==> src/sv/msd_pkg.sv <==
// ----------------------------------------------------------------------------
// msd_pkg: shared types and constants of the Morse stream decoder
// Table and token sizes, operation codes, characters and the handshake
// structures that pass between the cells, the output queue and the top level.
// ----------------------------------------------------------------------------
`default_nettype none

package msd_pkg;

    localparam int TABLE_ENTRIES  = 64;
    localparam int MAX_CODE_BYTES = 6;

    localparam int CODE_W       = MAX_CODE_BYTES * 8;
    localparam int ENTRY_CODE_W = 48;
    localparam int EXT_W        = (CODE_W > ENTRY_CODE_W) ? CODE_W : ENTRY_CODE_W;
    localparam int TABLE_INDEX_W = 6;
    localparam int IDX_W        = (TABLE_ENTRIES > 1) ? $clog2(TABLE_ENTRIES) : 1;
    localparam int POS_W        = (IDX_W > TABLE_INDEX_W) ? IDX_W : TABLE_INDEX_W;
    localparam int LEN_W        = $clog2(MAX_CODE_BYTES + 2);

    localparam logic [LEN_W-1:0] LEN_MAX = LEN_W'(MAX_CODE_BYTES);
    localparam logic [LEN_W-1:0] LEN_OVF = LEN_W'(MAX_CODE_BYTES + 1);

    localparam logic [1:0] OP_LOAD   = 2'd0;
    localparam logic [1:0] OP_STREAM = 2'd1;
    localparam logic [1:0] OP_END    = 2'd2;

    localparam logic [7:0] CHAR_SPACE   = 8'h20;
    localparam logic [7:0] CHAR_NEWLINE = 8'h0A;

    localparam int OUT_DEPTH = 4;
    localparam int OUT_PTR_W = $clog2(OUT_DEPTH);
    localparam int OUT_CNT_W = $clog2(OUT_DEPTH + 1);

    typedef enum logic {
        S_IDLE,
        S_SEARCH
    } ctrl_state_t;

    typedef struct packed {
        logic                     en;
        logic [POS_W-1:0]         index;
        logic [7:0]               ch;
        logic [CODE_W-1:0]        code;
    } load_t;

    typedef struct packed {
        logic       active;
        logic       found;
        logic [7:0] ch;
    } search_t;

    typedef struct packed {
        logic [7:0] ch;
        logic       last;
    } result_t;

    typedef struct packed {
        logic [1:0] n;
        result_t    e0;
        result_t    e1;
    } push_t;

    function automatic logic [CODE_W-1:0] fit_code(input logic [ENTRY_CODE_W-1:0] c);
        logic [EXT_W-1:0] wide;
        wide = EXT_W'(c);
        return wide[CODE_W-1:0];
    endfunction

    // Keeps the bytes above the first zero byte and clears the rest.
    function automatic logic [CODE_W-1:0] string_part(input logic [CODE_W-1:0] v);
        logic [CODE_W-1:0] kept;
        logic              stop;
        logic [7:0]        b;
        kept = '0;
        stop = 1'b0;
        for (int i = 0; i < MAX_CODE_BYTES; i++)
        begin
            b = v[(MAX_CODE_BYTES - 1 - i) * 8 +: 8];
            if (b == 8'd0)
            begin
                stop = 1'b1;
            end
            if (!stop)
            begin
                kept[(MAX_CODE_BYTES - 1 - i) * 8 +: 8] = b;
            end
        end
        return kept;
    endfunction

endpackage

`default_nettype wire

==> src/sv/msd_if.sv <==
// ----------------------------------------------------------------------------
// msd_if: stream channels of the Morse stream decoder
// Input items and result items, each with valid, ready and its payload.
// ----------------------------------------------------------------------------
`default_nettype none


interface msd_out_if;
    logic       valid;
    logic       ready;
    logic [7:0] out_char;
    logic       last;

    modport source (output valid, out_char, last, input ready);
    modport sink (input valid, out_char, last, output ready);
endinterface

`default_nettype wire

==> src/sv/msd_out_fifo.sv <==
// ----------------------------------------------------------------------------
// msd_out_fifo: result queue of the decoder
// Takes up to two results per cycle and delivers one per transfer.
// ----------------------------------------------------------------------------
`default_nettype none

module msd_out_fifo (
    input  wire logic           clk,
    input  wire logic           rst_n,
    input  wire msd_pkg::push_t push,
    output logic                room,
    msd_out_if.source           result
);
    import msd_pkg::*;

    result_t              mem_reg [OUT_DEPTH];
    logic [OUT_PTR_W-1:0] wr_reg;
    logic [OUT_PTR_W-1:0] wr_next;
    logic [OUT_PTR_W-1:0] rd_reg;
    logic [OUT_PTR_W-1:0] rd_next;
    logic [OUT_CNT_W-1:0] cnt_reg;
    logic [OUT_CNT_W-1:0] cnt_next;
    logic                 pop;

    assign pop             = result.valid && result.ready;
    assign result.valid    = (cnt_reg != '0);
    assign result.out_char = mem_reg[rd_reg].ch;
    assign result.last     = mem_reg[rd_reg].last;
    assign room            = (cnt_reg <= OUT_CNT_W'(OUT_DEPTH - 2));

    always_comb
    begin
        wr_next  = wr_reg + OUT_PTR_W'(push.n);
        rd_next  = rd_reg + OUT_PTR_W'(pop);
        cnt_next = cnt_reg + OUT_CNT_W'(push.n) - OUT_CNT_W'(pop);
    end

    always_ff @(posedge clk or negedge rst_n)
    begin
        if (!rst_n)
        begin
            wr_reg  <= '0;
            rd_reg  <= '0;
            cnt_reg <= '0;
        end
        else
        begin
            wr_reg  <= wr_next;
            rd_reg  <= rd_next;
            cnt_reg <= cnt_next;
        end
    end

    always_ff @(posedge clk)
    begin
        if (push.n != 2'd0)
        begin
            mem_reg[wr_reg] <= push.e0;
        end
        if (push.n == 2'd2)
        begin
            mem_reg[OUT_PTR_W'(wr_reg + OUT_PTR_W'(1))] <= push.e1;
        end
    end

endmodule

`default_nettype wire
==> src/flat_wrapper.sv <==
// flat-port wrapper written by rule: the top's interface ports become plain ports
module msd_out_fifo_flat import msd_pkg::*;
  (clk, rst_n, push, room, result_valid, result_out_char, result_last, result_ready);
  msd_out_if result_i ();
  input  wire logic clk;
  input  wire logic rst_n;
  input  wire msd_pkg::push_t push;
  output logic room;
  output wire logic [$bits(result_i.valid)-1:0] result_valid;
  output wire logic [$bits(result_i.out_char)-1:0] result_out_char;
  output wire logic [$bits(result_i.last)-1:0] result_last;
  input wire logic [$bits(result_i.ready)-1:0] result_ready;
  assign result_valid = result_i.valid;
  assign result_out_char = result_i.out_char;
  assign result_last = result_i.last;
  assign result_i.ready = result_ready;
  msd_out_fifo u_core (.clk(clk), .rst_n(rst_n), .push(push), .room(room), .result(result_i));
endmodule
==> config.mk <==
export PLATFORM = sky130hd
export DESIGN_NAME = msd_out_fifo_flat
export DESIGN_NICKNAME = d
export VERILOG_FILES = /design/src/sv/msd_pkg.sv /design/src/sv/msd_if.sv /design/src/sv/msd_out_fifo.sv /design/src/flat_wrapper.sv
export SDC_FILE = /design/constraint.sdc
export NUM_CORES = 1
export LEC_CHECK = 0
export ABC_AREA = 1
export BUFFER_PORTS_ARGS = -buffer_cell sky130_fd_sc_hd__buf_2
export CORE_ASPECT_RATIO = 0.6
export CORE_UTILIZATION = 61
export CTS_CLUSTER_DIAMETER = 100
export CTS_CLUSTER_SIZE = 14
export DETAILED_ROUTE_END_ITERATION = 16
export GPL_TIMING_DRIVEN = 0
export PLACE_DENSITY = 0.85
export SLEW_MARGIN = 30
export SYNTH_ARGS = -nofsm -noshare
export SYNTH_HDL_FRONTEND = slang
export SYNTH_SLANG_ARGS = --single-unit
==> constraint.sdc <==
create_clock -name clk -period 2.9 [get_ports clk]
set_input_delay 0.58 -clock clk [delete_from_list [all_inputs] [get_ports clk]]
set_output_delay 0.58 -clock clk [all_outputs]
set_load 0.005 [all_outputs]
==> metrics.cfg, run 1 <==
[synth]
ys_seq_elements=43
synth_top_area_share_pct=47.5
synth.top_cells.by_area=edfxtp_1 (48%), nand2_1 (8.1%), dfrtp_1 (7.7%)
avgSynthCellArea_um2=9.64
syn_area_um2=2270
synth_fp_nets=263
yosysTopAreaCell=edfxtp_1
synth_cell_type_count=26
syn_inst=236
seq_area_frac_synth_pct=55.2
synth_warnings=0

[timing]
finalCritPeriodShare_pct=85.1
fin_ws_ns=0.433
fin_skew_ns=0.00354
hold_violations=0
slew_headroom_pct=58.1
finalCriticalPeriod_ns=2.47
max_freq_mhz=405
tns_ns=0
slew_violations=0
setup-violations-final=0
tightest_slew_ns=0.628
holdWs_ns=0.110
rsz0062_at_grt=false

[critical_path]
cp.required_ns=2.32
rr_endpoint=u_core.mem_reg[0][0]
crit_chain=clkinv_1 > clkbuf_1 > o21ai_0 > o21ai_1 > buf_2
crit-reg2reg-launch=u_core.wr_reg[0]
cp_max_fo=10
worst_setup_path_end_kind=primary output
start_kind=register
crit_arrival_ns=1.89
cp_slowest_cell=clkbuf_1
reg2reg_slack_ns=1.13
crit_buf_inv=3
worstRegToRegCells=6
cpLargestDelayFamily=buffers and inverters
max_stage_delay_ns=0.45
critical_path_class=reg -> out

[floorplanning]
coreArea_um2=3400
io_pins=34
die-area_um2=3990
std_cell_rows=16
die_x_um=80.8
start_util_pct=66.8
die_h_um=49.3

[cts]
hold_buffers=0
cts_tree=done
clk_path_buf_depth=2
cts_resized=0
clock_sink_count=43
insertion_delay_ns=0.30
htree_num_levels=2
cts_root_buf=clkbuf_8
clk_pin_slew_ns=0.08
cts_buffers=5
cts_setup_buffers=0

[global_route]
grt.total_usage_pct=32.4
grt_pass1_wl_um=8750
grt_max_degree=14
grt_pass1_vias=1759
grt_antenna_before_repair=0
overflow=0

[route]
drt_iter0_markers=157
wl_per_cell_um=17.4
totalWireLength_um=5630
drcViolationCount=0
vias_per_cell=5.77
drtAntennaViolNets=0
num_vias=1868
drt_first_pass_iters=4

[status]
status=completed

[place]
detailed_place_hpwl_um=3650
port_buffers=33
dpl_cell_area_um2=2530
pre_cts_ws_ns=0.713
routabilityCongestion=0.797

[flow_run]
drv_cap=0

[finish]
layout_common_cells=nand2_1 (49), edfxtp_1 (36), buf_2 (34)
nets=305
final_util_pct=77.3
final_common_cell=nand2_1
diodes=0
layout-drive-gt1-share_pct=28.7
fin_area_um2=2630
syn_to_final_growth_pct=15.6
largest_reg_flops=36

[power_and_ir_drop]
peakVddDrop_uv=523
power_leakage_nw=1.18
p_per_area_nw_per_um2=961

[min_path]
hp-class=in -> async

==> logic make-up after synthesis <==
logic type | synth area share, %
AOI/OAI and AO/OA | 18.5
DFF | 55.2
xor gates and xnor gates | 0.770
buffers and inverters | 5.83
adders and majority gates | 2.53
and+or+nand+nor | 17.2
==> per-stage QoR <==
stage | power (W) | cells
2_1_floorplan | 0.00169 | 236
3_3_place_gp | 0.00204 | 314
4_1_cts | 0.00251 | 324
6_report | 0.00253 | 324
5_1_grt | 0.00269 | 324
3_5_place_dp | 0.00212 | 316
==> how the worst max path moves through the flow <==
stage / start / endpoint / slack, ns / depth (start not counted)
4_1_cts: u_core.rd_reg[1] / result_out_char[2] / 0.50 / 5
3_3_place_gp: push[18] / u_core.mem_reg[2][0] / 0.20 / 3
6_report: u_core.rd_reg[1] / result_out_char[1] / 0.43 / 5
2_1_floorplan: push[18] / u_core.mem_reg[0][0] / 1.10 / 2
3_5_place_dp: push[18] / u_core.mem_reg[3][6] / 0.71 / 5
5_1_grt: u_core.rd_reg[1] / result_out_char[2] / 0.35 / 5
==> power breakdown <==
group	switching [W]	total (W)	internal (W)
clock	0.000200	0.000392	0.000192
sequential	0.000102	0.00105	0.000946
combinational	0.000709	0.00109	0.000377
==> synthesized netlist by cell type <==
cell type,instances
nand2_2,1
nor2_2,2
fa_1,1
nand2_1,49
nor2_1,30
a21oi_1,1
nor2_8,1
o21ai_1,33
inv_1,15
ha_1,3
dfrtp_1,7
buf_6,3
clkbuf_1,3
clkinv_1,1
o21ai_2,18
nand4_1,1
nand2_4,3
xnor2_1,1
buf_2,1
inv_2,4
edfxtp_1,36
xor2_1,1
nand3_1,3
o21ai_0,14
o31ai_1,3
buf_4,1
==> worst register-to-register path, delay by kind of cell, from the launching register on <==
family	cells	cell delay, ns
AOI/OAI and AO/OA	1	0.13
and+or+nand+nor	2	0.27
buffers and inverters	3	0.54
DFF	1	0.53
==> cell type report <==
class	instances	area, um2
clock inverters	1	5.00
multi-input cells	165	913
fillers	220	773
plain buffers	8	57.6
flip-flops and latches	43	1260
repair buffers	35	180
inverters	20	75.1
well taps	45	56.3
clock buffers	7	86.3
==> layer usage <==
layer | track usage, % | vias to the layer above | share of wire (%)
li1 | - | 887 | -
met1 | 45.1 | 846 | 41
met2 | 48.0 | 122 | 45
met3 | 6.36 | 13 | 12
met4 | 17.0 | 0 | 2.0
met5 | 0 | - | 0
(Power assumes the default switching activity.)
==> inputs of run 2 (changes only) <==
--- a/config.mk
+++ b/config.mk
@@ -10,3 +10,3 @@
 export CORE_ASPECT_RATIO = 0.6
-export CORE_UTILIZATION = 61
+export CORE_UTILIZATION = 60
 export CTS_CLUSTER_DIAMETER = 100
@@ -15,3 +15,3 @@
 export GPL_TIMING_DRIVEN = 0
-export PLACE_DENSITY = 0.85
+export PLACE_DENSITY = 0.83
 export SLEW_MARGIN = 30
==> constraint.sdc (replaced) <==
create_clock -name clk -period 2.9 [get_ports clk]
set_input_delay 0.145 -clock clk [delete_from_list [all_inputs] [get_ports clk]]
set_output_delay 0.145 -clock clk [all_outputs]
set_load 0.05 [all_outputs]
==> metrics.cfg, run 2 (same netlist as run 1, synthesis figures left out) <==
[global_route]
grt.total_usage_pct=32.5
grt_antenna_before_repair=0
grt_pass1_vias=1777
overflow=0
grt_pass1_wl_um=9070
grt_max_degree=14

[finish]
layout-drive-gt1-share_pct=28.0
largest_reg_flops=36
multi_input_area_um2=913
nFillCells=239
layout_common_cells=nand2_1 (49), edfxtp_1 (36), buf_2 (35)
syn_to_final_growth_pct=16.3
nets=305
final_common_cell=nand2_1
diodes=0
seq_area_um2=1260

[power_and_ir_drop]
peakVddDrop_uv=806
p_per_area_nw_per_um2=1140
power_leakage_nw=1.19

[route]
totalWireLength_um=5680
vias_per_cell=5.82
wl_per_cell_um=17.5
num_vias=1885
drt_first_pass_iters=5
drcViolationCount=0
drt_iter0_markers=196
drtAntennaViolNets=0

[cts]
cts_root_buf=clkbuf_8
cts_setup_buffers=0
cts_resized=0
cts_buffers=5
cts_tree=done
insertion_delay_ns=0.30
htree_num_levels=2
clk_pin_slew_ns=0.08
clock_sink_count=43
clk_path_buf_depth=2
hold_buffers=1

[critical_path]
reg2reg_slack_ns=1.06
cp_max_fo=10
crit-reg2reg-launch=u_core.wr_reg[0]
start_kind=register
cp.required_ns=2.76
worst_setup_path_end_kind=primary output
critical_path_class=reg -> out
rr_endpoint=u_core.mem_reg[0][5]
crit_arrival_ns=1.99
worstRegToRegCells=6

[timing]
max_freq_mhz=469
rsz0062_at_grt=false
hold_violations=0
tns_ns=0
fin_skew_ns=0.00533
finalCritPeriodShare_pct=73.5
setup-violations-final=0
finalCriticalPeriod_ns=2.13
slew_violations=0
tightest_slew_ns=0.919
fin_ws_ns=0.768
slew_headroom_pct=38.4

[floorplanning]
die-area_um2=4050
coreArea_um2=3420
io_pins=34
std_cell_rows=16
start_util_pct=66.4
die_x_um=81.5
die_h_um=49.7

[flow_run]
drv_cap=0

[min_path]
worst_hold_path.num_cells=3
hold_end=u_core.rd_reg[1]
hp-class=in -> reg
hp-start=result_ready

[place]
pre_cts_ws_ns=0.930
port_buffers=33
detailed_place_hpwl_um=3690
routabilityCongestion=0.807

[status]
status=completed

## run 2: cell types whose count changed in the layout (fill, tap and decap cells not counted)
cell / change
buf_2: +1
buf_4: -2
clkbuf_8: -1
bufinv_16: +1
clkinv_2: -1
dlygate4sd3_1: +1
clkbuf_1: +1
## run 2: through the flow
| step | cell area (um2) | util [%] | cells | total power (W) | hold WS, ns |
|---|---|---|---|---|---|
| finish | 2650 | 77.3 | 324 | 0.00301 | 0.152 |
| global route | 2650 | 77.3 | 324 | 0.00318 | 0.167 |
| CTS | 2640 | 77.2 | 324 | 0.00299 | 0.147 |
| detailed placement | 2520 | 73.8 | 315 | 0.00252 | -0.00512 |
| global placement | 2500 | 72.9 | 314 | 0.00246 | -0.00876 |
| floorplan | 2270 | - | 236 | 0.00211 | -0.151 |
## run 2: power by group
| part | switching [W] | leakage [nW] | internal (W) | total, W |
|---|---|---|---|---|
| sequential | 0.000105 | 0.421 | 0.000948 | 0.00105 |
| clock | 0.000210 | 0.0524 | 0.000258 | 0.000468 |
| combinational | 0.00112 | 0.713 | 0.000369 | 0.00149 |
| total | 0.00143 | 1.19 | 0.00157 | 0.00301 |
## run 2: how the worst max path moves through the flow
| stage | start | end | cells after the start |
|---|---|---|---|
| final | u_core.rd_reg[0] | result_out_char[2] | 5 |
| after global routing | u_core.rd_reg[1] | result_out_char[2] | 5 |
| after CTS | u_core.rd_reg[0] | result_out_char[2] | 5 |
| after detailed placement | u_core.wr_reg[1] | u_core.mem_reg[3][5] | 5 |
| after global placement | u_core.wr_reg[1] | u_core.mem_reg[2][1] | 2 |
| after floorplan | u_core.cnt_reg[0] | u_core.cnt_reg[2] | 8 |
## run 2: area by class of cell
type / instances / area share, %
buffer: 8 / 2.18
clock buffer: 7 / 2.89
clock inverter: 1 / 1.14
inverter: 20 / 2.84
multi-input combinational: 165 / 34.5
sequential: 43 / 47.5
tap: 45 / 2.13
timing repair buffer: 35 / 6.81
## run 2: per-layer routing
layer / wire length (um) / track usage [%]
met1: 2390 / 45.1
met2: 2590 / 47.9
met3: 582 / 8.52
met4: 114 / 14.3
met5: 0 / 0
## run 2: critical path: stages (launching register included)
cell and delay [ns]:
dfrtp_1 0.41, inv_2 0.17, clkbuf_1 0.45, o21ai_0 0.21, o21ai_1 0.14, buf_2 0.29
