[config.mk]
export PLATFORM = sky130hd
export DESIGN_NAME = msd_cell
export DESIGN_NICKNAME = d
export VERILOG_FILES = /design/src/sv/msd_pkg.sv /design/src/sv/msd_cell.sv
export SDC_FILE = /design/constraint.sdc
export NUM_CORES = 1
export LEC_CHECK = 0
export ABC_AREA = 1
export ABC_CLOCK_PERIOD_IN_PS = 2350
export BUFFER_PORTS_ARGS = -buffer_cell sky130_fd_sc_hd__buf_2
export CORE_UTILIZATION = 53
export CTS_CLUSTER_SIZE = 40
export DETAILED_ROUTE_END_ITERATION = 8
export PLACE_DENSITY = 0.93
export SETUP_SLACK_MARGIN = 0.02
export SLEW_MARGIN = 10
export SYNTH_ARGS = -nofsm -noshare
export SYNTH_HDL_FRONTEND = slang
export SYNTH_SLANG_ARGS = --single-unit
[constraint.sdc]
create_clock -name clk -period 2.35 [get_ports clk]
set_clock_uncertainty 0.2 [all_clocks]
set_input_delay 0.235 -clock clk [delete_from_list [all_inputs] [get_ports clk]]
set_output_delay 0.235 -clock clk [all_outputs]
set_load 0.05 [all_outputs]
[src/sv/msd_pkg.sv]
// ----------------------------------------------------------------------------
// msd_pkg: shared types and constants of the Morse stream decoder
// Table and token sizes, operation codes, characters and the handshake
// structures that pass between the cells, the output queue and the top level.
// ----------------------------------------------------------------------------
`default_nettype none

package msd_pkg;

    localparam int TABLE_ENTRIES  = 64;
    localparam int MAX_CODE_BYTES = 6;

    localparam int CODE_W       = MAX_CODE_BYTES * 8;
    localparam int ENTRY_CODE_W = 48;
    localparam int EXT_W        = (CODE_W > ENTRY_CODE_W) ? CODE_W : ENTRY_CODE_W;
    localparam int TABLE_INDEX_W = 6;
    localparam int IDX_W        = (TABLE_ENTRIES > 1) ? $clog2(TABLE_ENTRIES) : 1;
    localparam int POS_W        = (IDX_W > TABLE_INDEX_W) ? IDX_W : TABLE_INDEX_W;
    localparam int LEN_W        = $clog2(MAX_CODE_BYTES + 2);

    localparam logic [LEN_W-1:0] LEN_MAX = LEN_W'(MAX_CODE_BYTES);
    localparam logic [LEN_W-1:0] LEN_OVF = LEN_W'(MAX_CODE_BYTES + 1);

    localparam logic [1:0] OP_LOAD   = 2'd0;
    localparam logic [1:0] OP_STREAM = 2'd1;
    localparam logic [1:0] OP_END    = 2'd2;

    localparam logic [7:0] CHAR_SPACE   = 8'h20;
    localparam logic [7:0] CHAR_NEWLINE = 8'h0A;

    localparam int OUT_DEPTH = 4;
    localparam int OUT_PTR_W = $clog2(OUT_DEPTH);
    localparam int OUT_CNT_W = $clog2(OUT_DEPTH + 1);

    typedef enum logic {
        S_IDLE,
        S_SEARCH
    } ctrl_state_t;

    typedef struct packed {
        logic                     en;
        logic [POS_W-1:0]         index;
        logic [7:0]               ch;
        logic [CODE_W-1:0]        code;
    } load_t;

    typedef struct packed {
        logic       active;
        logic       found;
        logic [7:0] ch;
    } search_t;

    typedef struct packed {
        logic [7:0] ch;
        logic       last;
    } result_t;

    typedef struct packed {
        logic [1:0] n;
        result_t    e0;
        result_t    e1;
    } push_t;

    function automatic logic [CODE_W-1:0] fit_code(input logic [ENTRY_CODE_W-1:0] c);
        logic [EXT_W-1:0] wide;
        wide = EXT_W'(c);
        return wide[CODE_W-1:0];
    endfunction

    // Keeps the bytes above the first zero byte and clears the rest.
    function automatic logic [CODE_W-1:0] string_part(input logic [CODE_W-1:0] v);
        logic [CODE_W-1:0] kept;
        logic              stop;
        logic [7:0]        b;
        kept = '0;
        stop = 1'b0;
        for (int i = 0; i < MAX_CODE_BYTES; i++)
        begin
            b = v[(MAX_CODE_BYTES - 1 - i) * 8 +: 8];
            if (b == 8'd0)
            begin
                stop = 1'b1;
            end
            if (!stop)
            begin
                kept[(MAX_CODE_BYTES - 1 - i) * 8 +: 8] = b;
            end
        end
        return kept;
    endfunction

endpackage

`default_nettype wire

[src/sv/msd_cell.sv]
// ----------------------------------------------------------------------------
// msd_cell: one table entry of the decoder
// Holds a character and its code; passes the search flag and character on
// to the next cell each cycle, taking the match if none was found before.
// ----------------------------------------------------------------------------
`default_nettype none

module msd_cell (
    input  wire logic                        clk,
    input  wire logic                        rst_n,
    input  wire logic [msd_pkg::POS_W-1:0]   pos,
    input  wire msd_pkg::load_t              load,
    input  wire logic [msd_pkg::CODE_W-1:0]  key,
    input  wire msd_pkg::search_t            prev,
    output msd_pkg::search_t                 next
);
    import msd_pkg::*;

    logic              valid_reg;
    logic [7:0]        ch_reg;
    logic [CODE_W-1:0] code_reg;
    search_t           next_reg;
    search_t           next_next;
    logic              hit;

    assign hit = prev.active && !prev.found && valid_reg && (code_reg == key);

    always_comb
    begin
        next_next = prev;
        if (hit)
        begin
            next_next.found = 1'b1;
            next_next.ch    = ch_reg;
        end
    end

    always_ff @(posedge clk or negedge rst_n)
    begin
        if (!rst_n)
        begin
            valid_reg <= 1'b0;
            next_reg  <= '0;
        end
        else
        begin
            if (load.en && load.index == pos)
            begin
                valid_reg <= 1'b1;
            end
            next_reg <= next_next;
        end
    end

    always_ff @(posedge clk)
    begin
        if (load.en && load.index == pos)
        begin
            ch_reg   <= load.ch;
            code_reg <= string_part(load.code);
        end
    end

    assign next = next_reg;

endmodule

`default_nettype wire

==> reports/metrics.yaml, run 1 <==
pwr:
  power_leakage_nw: 2.713
  ir_worst_vdd_uv: 375.8
  p_per_area_mw_per_mm2: 546.1
yosys:
  synth_seq_cells: 67
  netlist_instances: 457
  synth_edf_count: 56
  yosysUniqueCellTypes: 26
  synthArstFlopShare_pct: 16.42
  synth_top_area_cell: "edfxtp_1"
  synth_nets: 586
  syn-cell-area_mm2: 0.003635
  ys.warnings.count: 0
  synth_seq_area_share_pct: 53.84
  synth_flop_cell: "edfxtp_1"
  synth_top_area_share_pct: 46.27
  syn_area_per_cell_um2: 7.953
  synth.most_common_cell: "nand2_1"
  synth_common_cells: "nand2_1, inv_1, nor2_1, edfxtp_1, dfrtp_1"
  synth_area_leaders: "edfxtp_1, nand2_1, inv_1"
route:
  firstDrtPassIters: 7
  wirelength_mm: 9.404
  ant_nets: 0
  detail_route.iter0.violations: 172
  vias: 3381
  wire_per_inst_um: 13.26
  vias_per_cell: 4.769
  drc: 9
global_route:
  grt_max_degree: 57
  overflow: 0
  grt_pass1_wl_mm: 15.31
  antenna_found_initial: 0
  track_usage_pct: 28.11
  grt_pass1_vias: 3514
floorplan:
  die_w_um: 84.81
  rows: 29
  start_util_pct: 55.96
  io_pins: 139
  die_h_um: 84.81
  die_area_mm2: 0.007193
  core_mm2: 0.006495
cells_and_area:
  fin_nets: 756
  drive_above_1_share_pct: 27.37
  largest_register_ffs: 48
  antenna_cells: 0
  area_growth_pct: 34.66
  fin_area_mm2: 0.004895
setup_path:
  r2r_cells: 10
  startpoint_type: "input port"
  critPathArrivalTime_ps: 1880
  worstSetupPathType: "input port to flop"
  regToRegStartpoint: "code_reg[31]"
  crit_required_ps: 2380
  critPathMaxFanout: 9
  critPathCaptureType: "flop"
  r2r_setup_slack_ps: 590
  r2r_end: "next[4]"
hold_path:
  hp-class: "input port to flop"
  hold_depth: 3
  whs_endpoint: "code_reg[4]"
  holdCritStartpoint: "load[4]"
clock_tree:
  cts_resized: 0
  cts_buffer_depth: 2
  htree_levels: 3
  clkSlewWorstSetupHoldPaths_ps: 80
  cts_setup_buffers: 0
  root_buffer: "clkbuf_8"
  cts_buffers: 9
  tritoncts: "built"
  clock-sinks: 67
  clk_latency_ps: 340
status:
  status: "finished, violations left"
  violations: "design-rule violations"
sta:
  fin_crit_ps: 1857
  relSlewSlack_pct: 79.45
  setup_viol: 0
  final_hold_viol_count: 0
  worst_pin_slew_ps: 305.4
  period_share_pct: 79.03
  timing.fmax_ghz: 0.5384
  tns_ps: 0
  finalMaxSlewViolations: 0
  rsz0062_at_grt: "false"
place:
  io_buffers: 138
  place.gp.congestion: 0.7763
  place_area_mm2: 0.004423
  hpwl_mm: 6.386
job:
  cap_violations: 0
[critical path, stage by stage]
cell and delay [ps]:
dlygate4sd3_1 530, buf_2 120, inv_1 70, nand3_1 80, nor2_1 100, nand2_1 60, nor2_1 120, nand2_2 110
nor2_8 170, nand2_4 110, nand2_1 100, nand2_1 80
[logic make-up after synthesis]
logic type / synth area share (%)
AND/OR/NAND/NOR: 28.85
flip-flops: 53.84
buffers and inverters: 12.81
XOR/XNOR: 3.374
AO/OA/AOI/OAI: 1.136
[per-stage QoR]
stage / total power [mW] / cells / hold slack [ps] / worst slack (ps) / util [%]
2_1_floorplan: 1.498 / 457 / -260.6 / 304.5 / -
3_3_place_gp: 1.646 / 666 / -96.76 / 563.0 / 68.10
3_5_place_dp: 1.659 / 666 / -89.90 / 479.5 / 68.10
4_1_cts: 2.659 / 709 / 2.401 / 545.2 / 75.36
5_1_grt: 2.765 / 709 / 8.419 / 406.0 / 75.36
6_report: 2.673 / 709 / 10.08 / 492.8 / 75.36
[where the power goes]
| group | internal [mW] | switching [mW] |
|---|---|---|
| combinational | 0.169 | 0.190 |
| clock | 0.497 | 0.497 |
| sequential | 1.31 | 0.00855 |
| total | 1.98 | 0.696 |
[area by class of cell]
| cell class | instances | area, um2 |
|---|---|---|
| flip-flops and latches | 67 | 1957 |
| fillers | 473 | 1600 |
| well taps | 77 | 96.34 |
| inverters | 116 | 439.2 |
| clock inverters | 7 | 77.57 |
| multi-input cells | 266 | 1212 |
| repair buffers | 167 | 988.4 |
| clock buffers | 9 | 123.9 |
[cell usage in the layout, fill, tap and decap left out, types with 6 or more instances in the layout]
cell type        n
dlygate4sd3_1   27
clkbuf_8         9
dfrtp_1         11
edfxtp_1        56
xor2_1           8
buf_2          138
nand2_1        130
inv_1          112
nor2_1          81
nand4_1          6
xnor2_1          6
nor4_1           6
nand3_1         10
[how the worst max path moves through the flow]
stage               depth (start not counted)            to     start
floorplan                                   6     ch_reg[0]  load[60]
global placement                            7  code_reg[45]    pos[4]
detailed placement                          7  code_reg[24]    pos[4]
CTS                                        12       next[6]   prev[8]
global route                               12       next[4]   prev[8]
finish                                     12       next[4]   prev[8]
[what timing repair did]
| action | in CTS | in global routing |
|---|---|---|
| endpoints found under the hold margin | 37 | 0 |
| hold buffers | 27 | 0 |
| setup endpoints to repair | 0 | 0 |
[per-layer routing]
layer	wire length [um]	track usage, %	up-vias
met3	468	4.280	27
met5	0	0	-
met4	316	13.41	0
li1	-	-	1701
met2	5077	55.14	133
met1	3541	29.07	1520
(Power assumes the default switching activity.)
==> inputs of run 2 (changes only) <==
ABC_AREA = 0   (was 1)
ABC_CLOCK_PERIOD_IN_PS = 1500   (was 2350)
CORE_UTILIZATION = 42   (was 53)
PLACE_DENSITY = 0.83   (was 0.93)
clock period = 1.5 ns   (was 2.35 ns; I/O delays follow)
==> reports/metrics.yaml, run 2 <==
global_route:
  overflow: 0  # unchanged
  gr-usage-met3_pct: 4.929  # was 4.280%
  grt_pass1_vias: 2883  # was 3,514
  gr-usage-met2_pct: 46.66  # was 55.14%
  grt.busiest_layer: "met2"  # unchanged
  track_usage_pct: 25.32  # was 28.11%
  grt_pass1_wl_mm: 13.79  # was 15.31 mm
  use_met1_pct: 27.41  # was 29.07%
  antenna_found_initial: 0  # unchanged
  grt_max_degree: 21  # was 57
floorplan:
  die_h_um: 87.29  # was 84.81 um
  core_mm2: 0.006907  # was 0.006495 mm2
  start_util_pct: 44.24  # was 55.96%
  rows: 30  # was 29
  die_area_mm2: 0.007620  # was 0.007193 mm2
  io_pins: 139  # unchanged
  die_w_um: 87.29  # was 84.81 um
setup_path:
  regToRegStartpoint: "code_reg[47]"  # was code_reg[31]
  critPathArrivalTime_ps: 2210  # was 1880 ps
  r2r_cells: 6  # was 10
  critPathCaptureType: "flop"  # unchanged
  worstSetupPathType: "flop to flop"  # was input port to flop
  startpoint_type: "flop"  # was input port
  path_buf_inv: 1  # was 3
  critPathMaxFanout: 9  # unchanged
  r2r_setup_slack_ps: -680  # was 590 ps
  worstPathCellList: "xor2_1, nor4_2, nand4_1, nor4_4, buf_12, mux2_4"  # was dlygate4sd3_1, buf_2, inv_1, nand3_1, nor2_1, nand2_1, nor2_1, nand2_2, nor2_8, nand2_4, nand2_1, nand2_1
  slowest_stage: "edfxtp_1"  # was dlygate4sd3_1
  critical_path.top_delay_family: "simple AND/OR/NAND/NOR gates"  # unchanged
  r2r_end: "next[0]"  # was next[4]
  crit_required_ps: 1530  # was 2380 ps
  cp_slowest_stage_delay_ps: 400  # was 530 ps
route:
  ant_nets: 0  # unchanged
  detail_route.iter0.violations: 105  # was 172
  firstDrtPassIters: 4  # was 7
  vias_per_cell: 4.819  # was 4.769
  wirelength_mm: 9.015  # was 9.404 mm
  wire_per_inst_um: 16.69  # was 13.26 um
  vias: 2602  # was 3,381
  drc: 0  # was 9
yosys:
  ys.warnings.count: 0  # unchanged
  yosysUniqueCellTypes: 17  # was 26
  synth.most_common_cell: "edfxtp_1"  # was nand2_1
  synth_seq_area_share_pct: 64.05  # was 53.84%
  synth_common_cells: "edfxtp_1, xor2_1, and2_1, nor4_1"  # was nand2_1, inv_1, nor2_1, edfxtp_1, dfrtp_1
  synth_top_area_share_pct: 55.04  # was 46.27%
  synth_nets: 348  # was 586
  synth_flop_cell: "edfxtp_1"  # unchanged
  netlist_instances: 219  # was 457
  synth_seq_cells: 67  # unchanged
  syn-cell-area_mm2: 0.003055  # was 0.003635 mm2
  synth_area_leaders: "edfxtp_1, xor2_1, dfrtp_1"  # was edfxtp_1, nand2_1, inv_1
  synth_edf_count: 56  # unchanged
  synth_top_area_cell: "edfxtp_1"  # unchanged
  synthArstFlopShare_pct: 16.42  # unchanged
  syn_area_per_cell_um2: 13.95  # was 7.953 um2
clock_tree:
  root_buffer: "clkbuf_8"  # unchanged
  cts_buffers: 9  # unchanged
  clk_latency_ps: 340  # about the same
  clkSlewWorstSetupHoldPaths_ps: 80  # about the same
  htree_levels: 3  # unchanged
  cts_setup_buffers: 0  # unchanged
  tritoncts: "built"  # unchanged
  clock-sinks: 67  # unchanged
  cts_buffer_depth: 2  # unchanged
cells_and_area:
  area_growth_pct: 66.30  # was 34.66%
  drive_above_1_share_pct: 46.17  # was 27.37%
  final_cell_mix: "buf_2, dlygate4sd3_1, edfxtp_1"  # was buf_2, nand2_1, inv_1
  largest_register_ffs: 48  # unchanged
  fin_nets: 568  # was 756
  antenna_cells: 0  # unchanged
  fin_area_mm2: 0.005081  # was 0.004895 mm2
  layout_commonest_cell: "buf_2"  # unchanged
sta:
  whs_ps: 29.29  # was 10.08 ps
  fin_crit_ps: 2184
  setup_viol: 9  # was 0
  final_hold_viol_count: 0  # unchanged
  relSlewSlack_pct: 67.30  # was 79.45%
  rsz0062_at_grt: "true"  # was false
  timing.fmax_ghz: 0.4579
  period_share_pct: 145.6
  layout_setup_ws_ps: -683.7  # was 492.8 ps
  worst_pin_slew_ps: 488.9  # was 305.4 ps
  finalMaxSlewViolations: 0  # unchanged
place:
  place_area_mm2: 0.004140  # was 0.004423 mm2
  io_buffers: 138  # unchanged
  hpwl_mm: 5.845  # was 6.386 mm
  place.gp.congestion: 0.8205  # was 0.7763
  pre_cts_ws_ps: -751.8  # was 479.5 ps
hold_path:
  holdCritStartpoint: "load[17]"  # was load[4]
  hold_depth: 3  # unchanged
  whs_endpoint: "code_reg[17]"  # was code_reg[4]
  hp-class: "input port to flop"  # unchanged
pwr:
  ir_worst_vdd_uv: 520.1  # was 375.8 uV
  p_per_area_mw_per_mm2: 856.3  # was 546.1 mW/mm2
  power_leakage_nw: 2.130  # was 2.713 nW
  power.total_mw: 4.351  # was 2.673 mW
job:
  cap_violations: 0  # unchanged
status:
  status: "finished, violations left"  # unchanged
  violations: "negative setup slack"  # was design-rule violations
run 2: worst max path at each step:
stage | from | end | slack [ps] | depth (start not counted)
finish | code_reg[47] | next[0] | -680 | 6
global route | code_reg[33] | next[3] | -800 | 6
CTS | code_reg[29] | next[0] | -700 | 6
detailed placement | code_reg[13] | next[0] | -750 | 6
global placement | code_reg[25] | next[1] | -740 | 6
floorplan | pos[1] | ch_reg[0] | -1370 | 2
run 2: routing by layer:
metal  up-vias  part of all wire (%)
li1       1226                     -
met2       132                    53
met1      1220                    38
met5         -                     0
met4         0                   3.1
met3        24                   5.8
run 2: per-stage QoR:
stage | TNS (ps) | utilization [%] | cells
floorplan | -85610 | - | 219
global placement | -23240 | 59.95 | 463
detailed placement | -25550 | 59.95 | 463
CTS | -5974 | 72.95 | 541
global route | -6850 | 73.57 | 540
finish | -5834 | 73.57 | 540
run 2: report_power, final:
group / internal [mW] / switching (mW) / total, mW
combinational: 0.364 / 0.290 / 0.654
clock: 0.900 / 0.722 / 1.62
sequential: 2.06 / 0.0152 / 2.08
run 2: area by class of cell:
class	count	area, um2
clock buffers	12	198.9
clock inverters	4	26.28
multi-input cells	141	1262
fillers	472	1826
well taps	96	120.1
flip-flops and latches	67	1957
repair buffers	220	1516
run 2: cell families (layout without fill, tap and decap cells):
logic type | Yosys count | after routing | share of synthesized area [%]
AOI/OAI and AO/OA | 1 | 1 | 0.2458
xor gates and xnor gates | 54 | 54 | 15.48
buffers and inverters | 11 | 236 | 1.351
DFF | 67 | 67 | 64.05
muxes | 8 | 8 | 2.949
and+or+nand+nor | 78 | 78 | 15.93
run 2: timing repair:
item                                   4_1_cts  5_1_grt
resized for setup                            8       10
pin swaps                                    4       10
setup endpoints to repair                   32       32
endpoints found under the hold margin       71        0
hold buffers                                62        0
run 2: tightest hold or removal path: cells and delay by family:
family	cells	cell delay (ps)
buffers and inverters	2	180
and+or+nand+nor	1	120
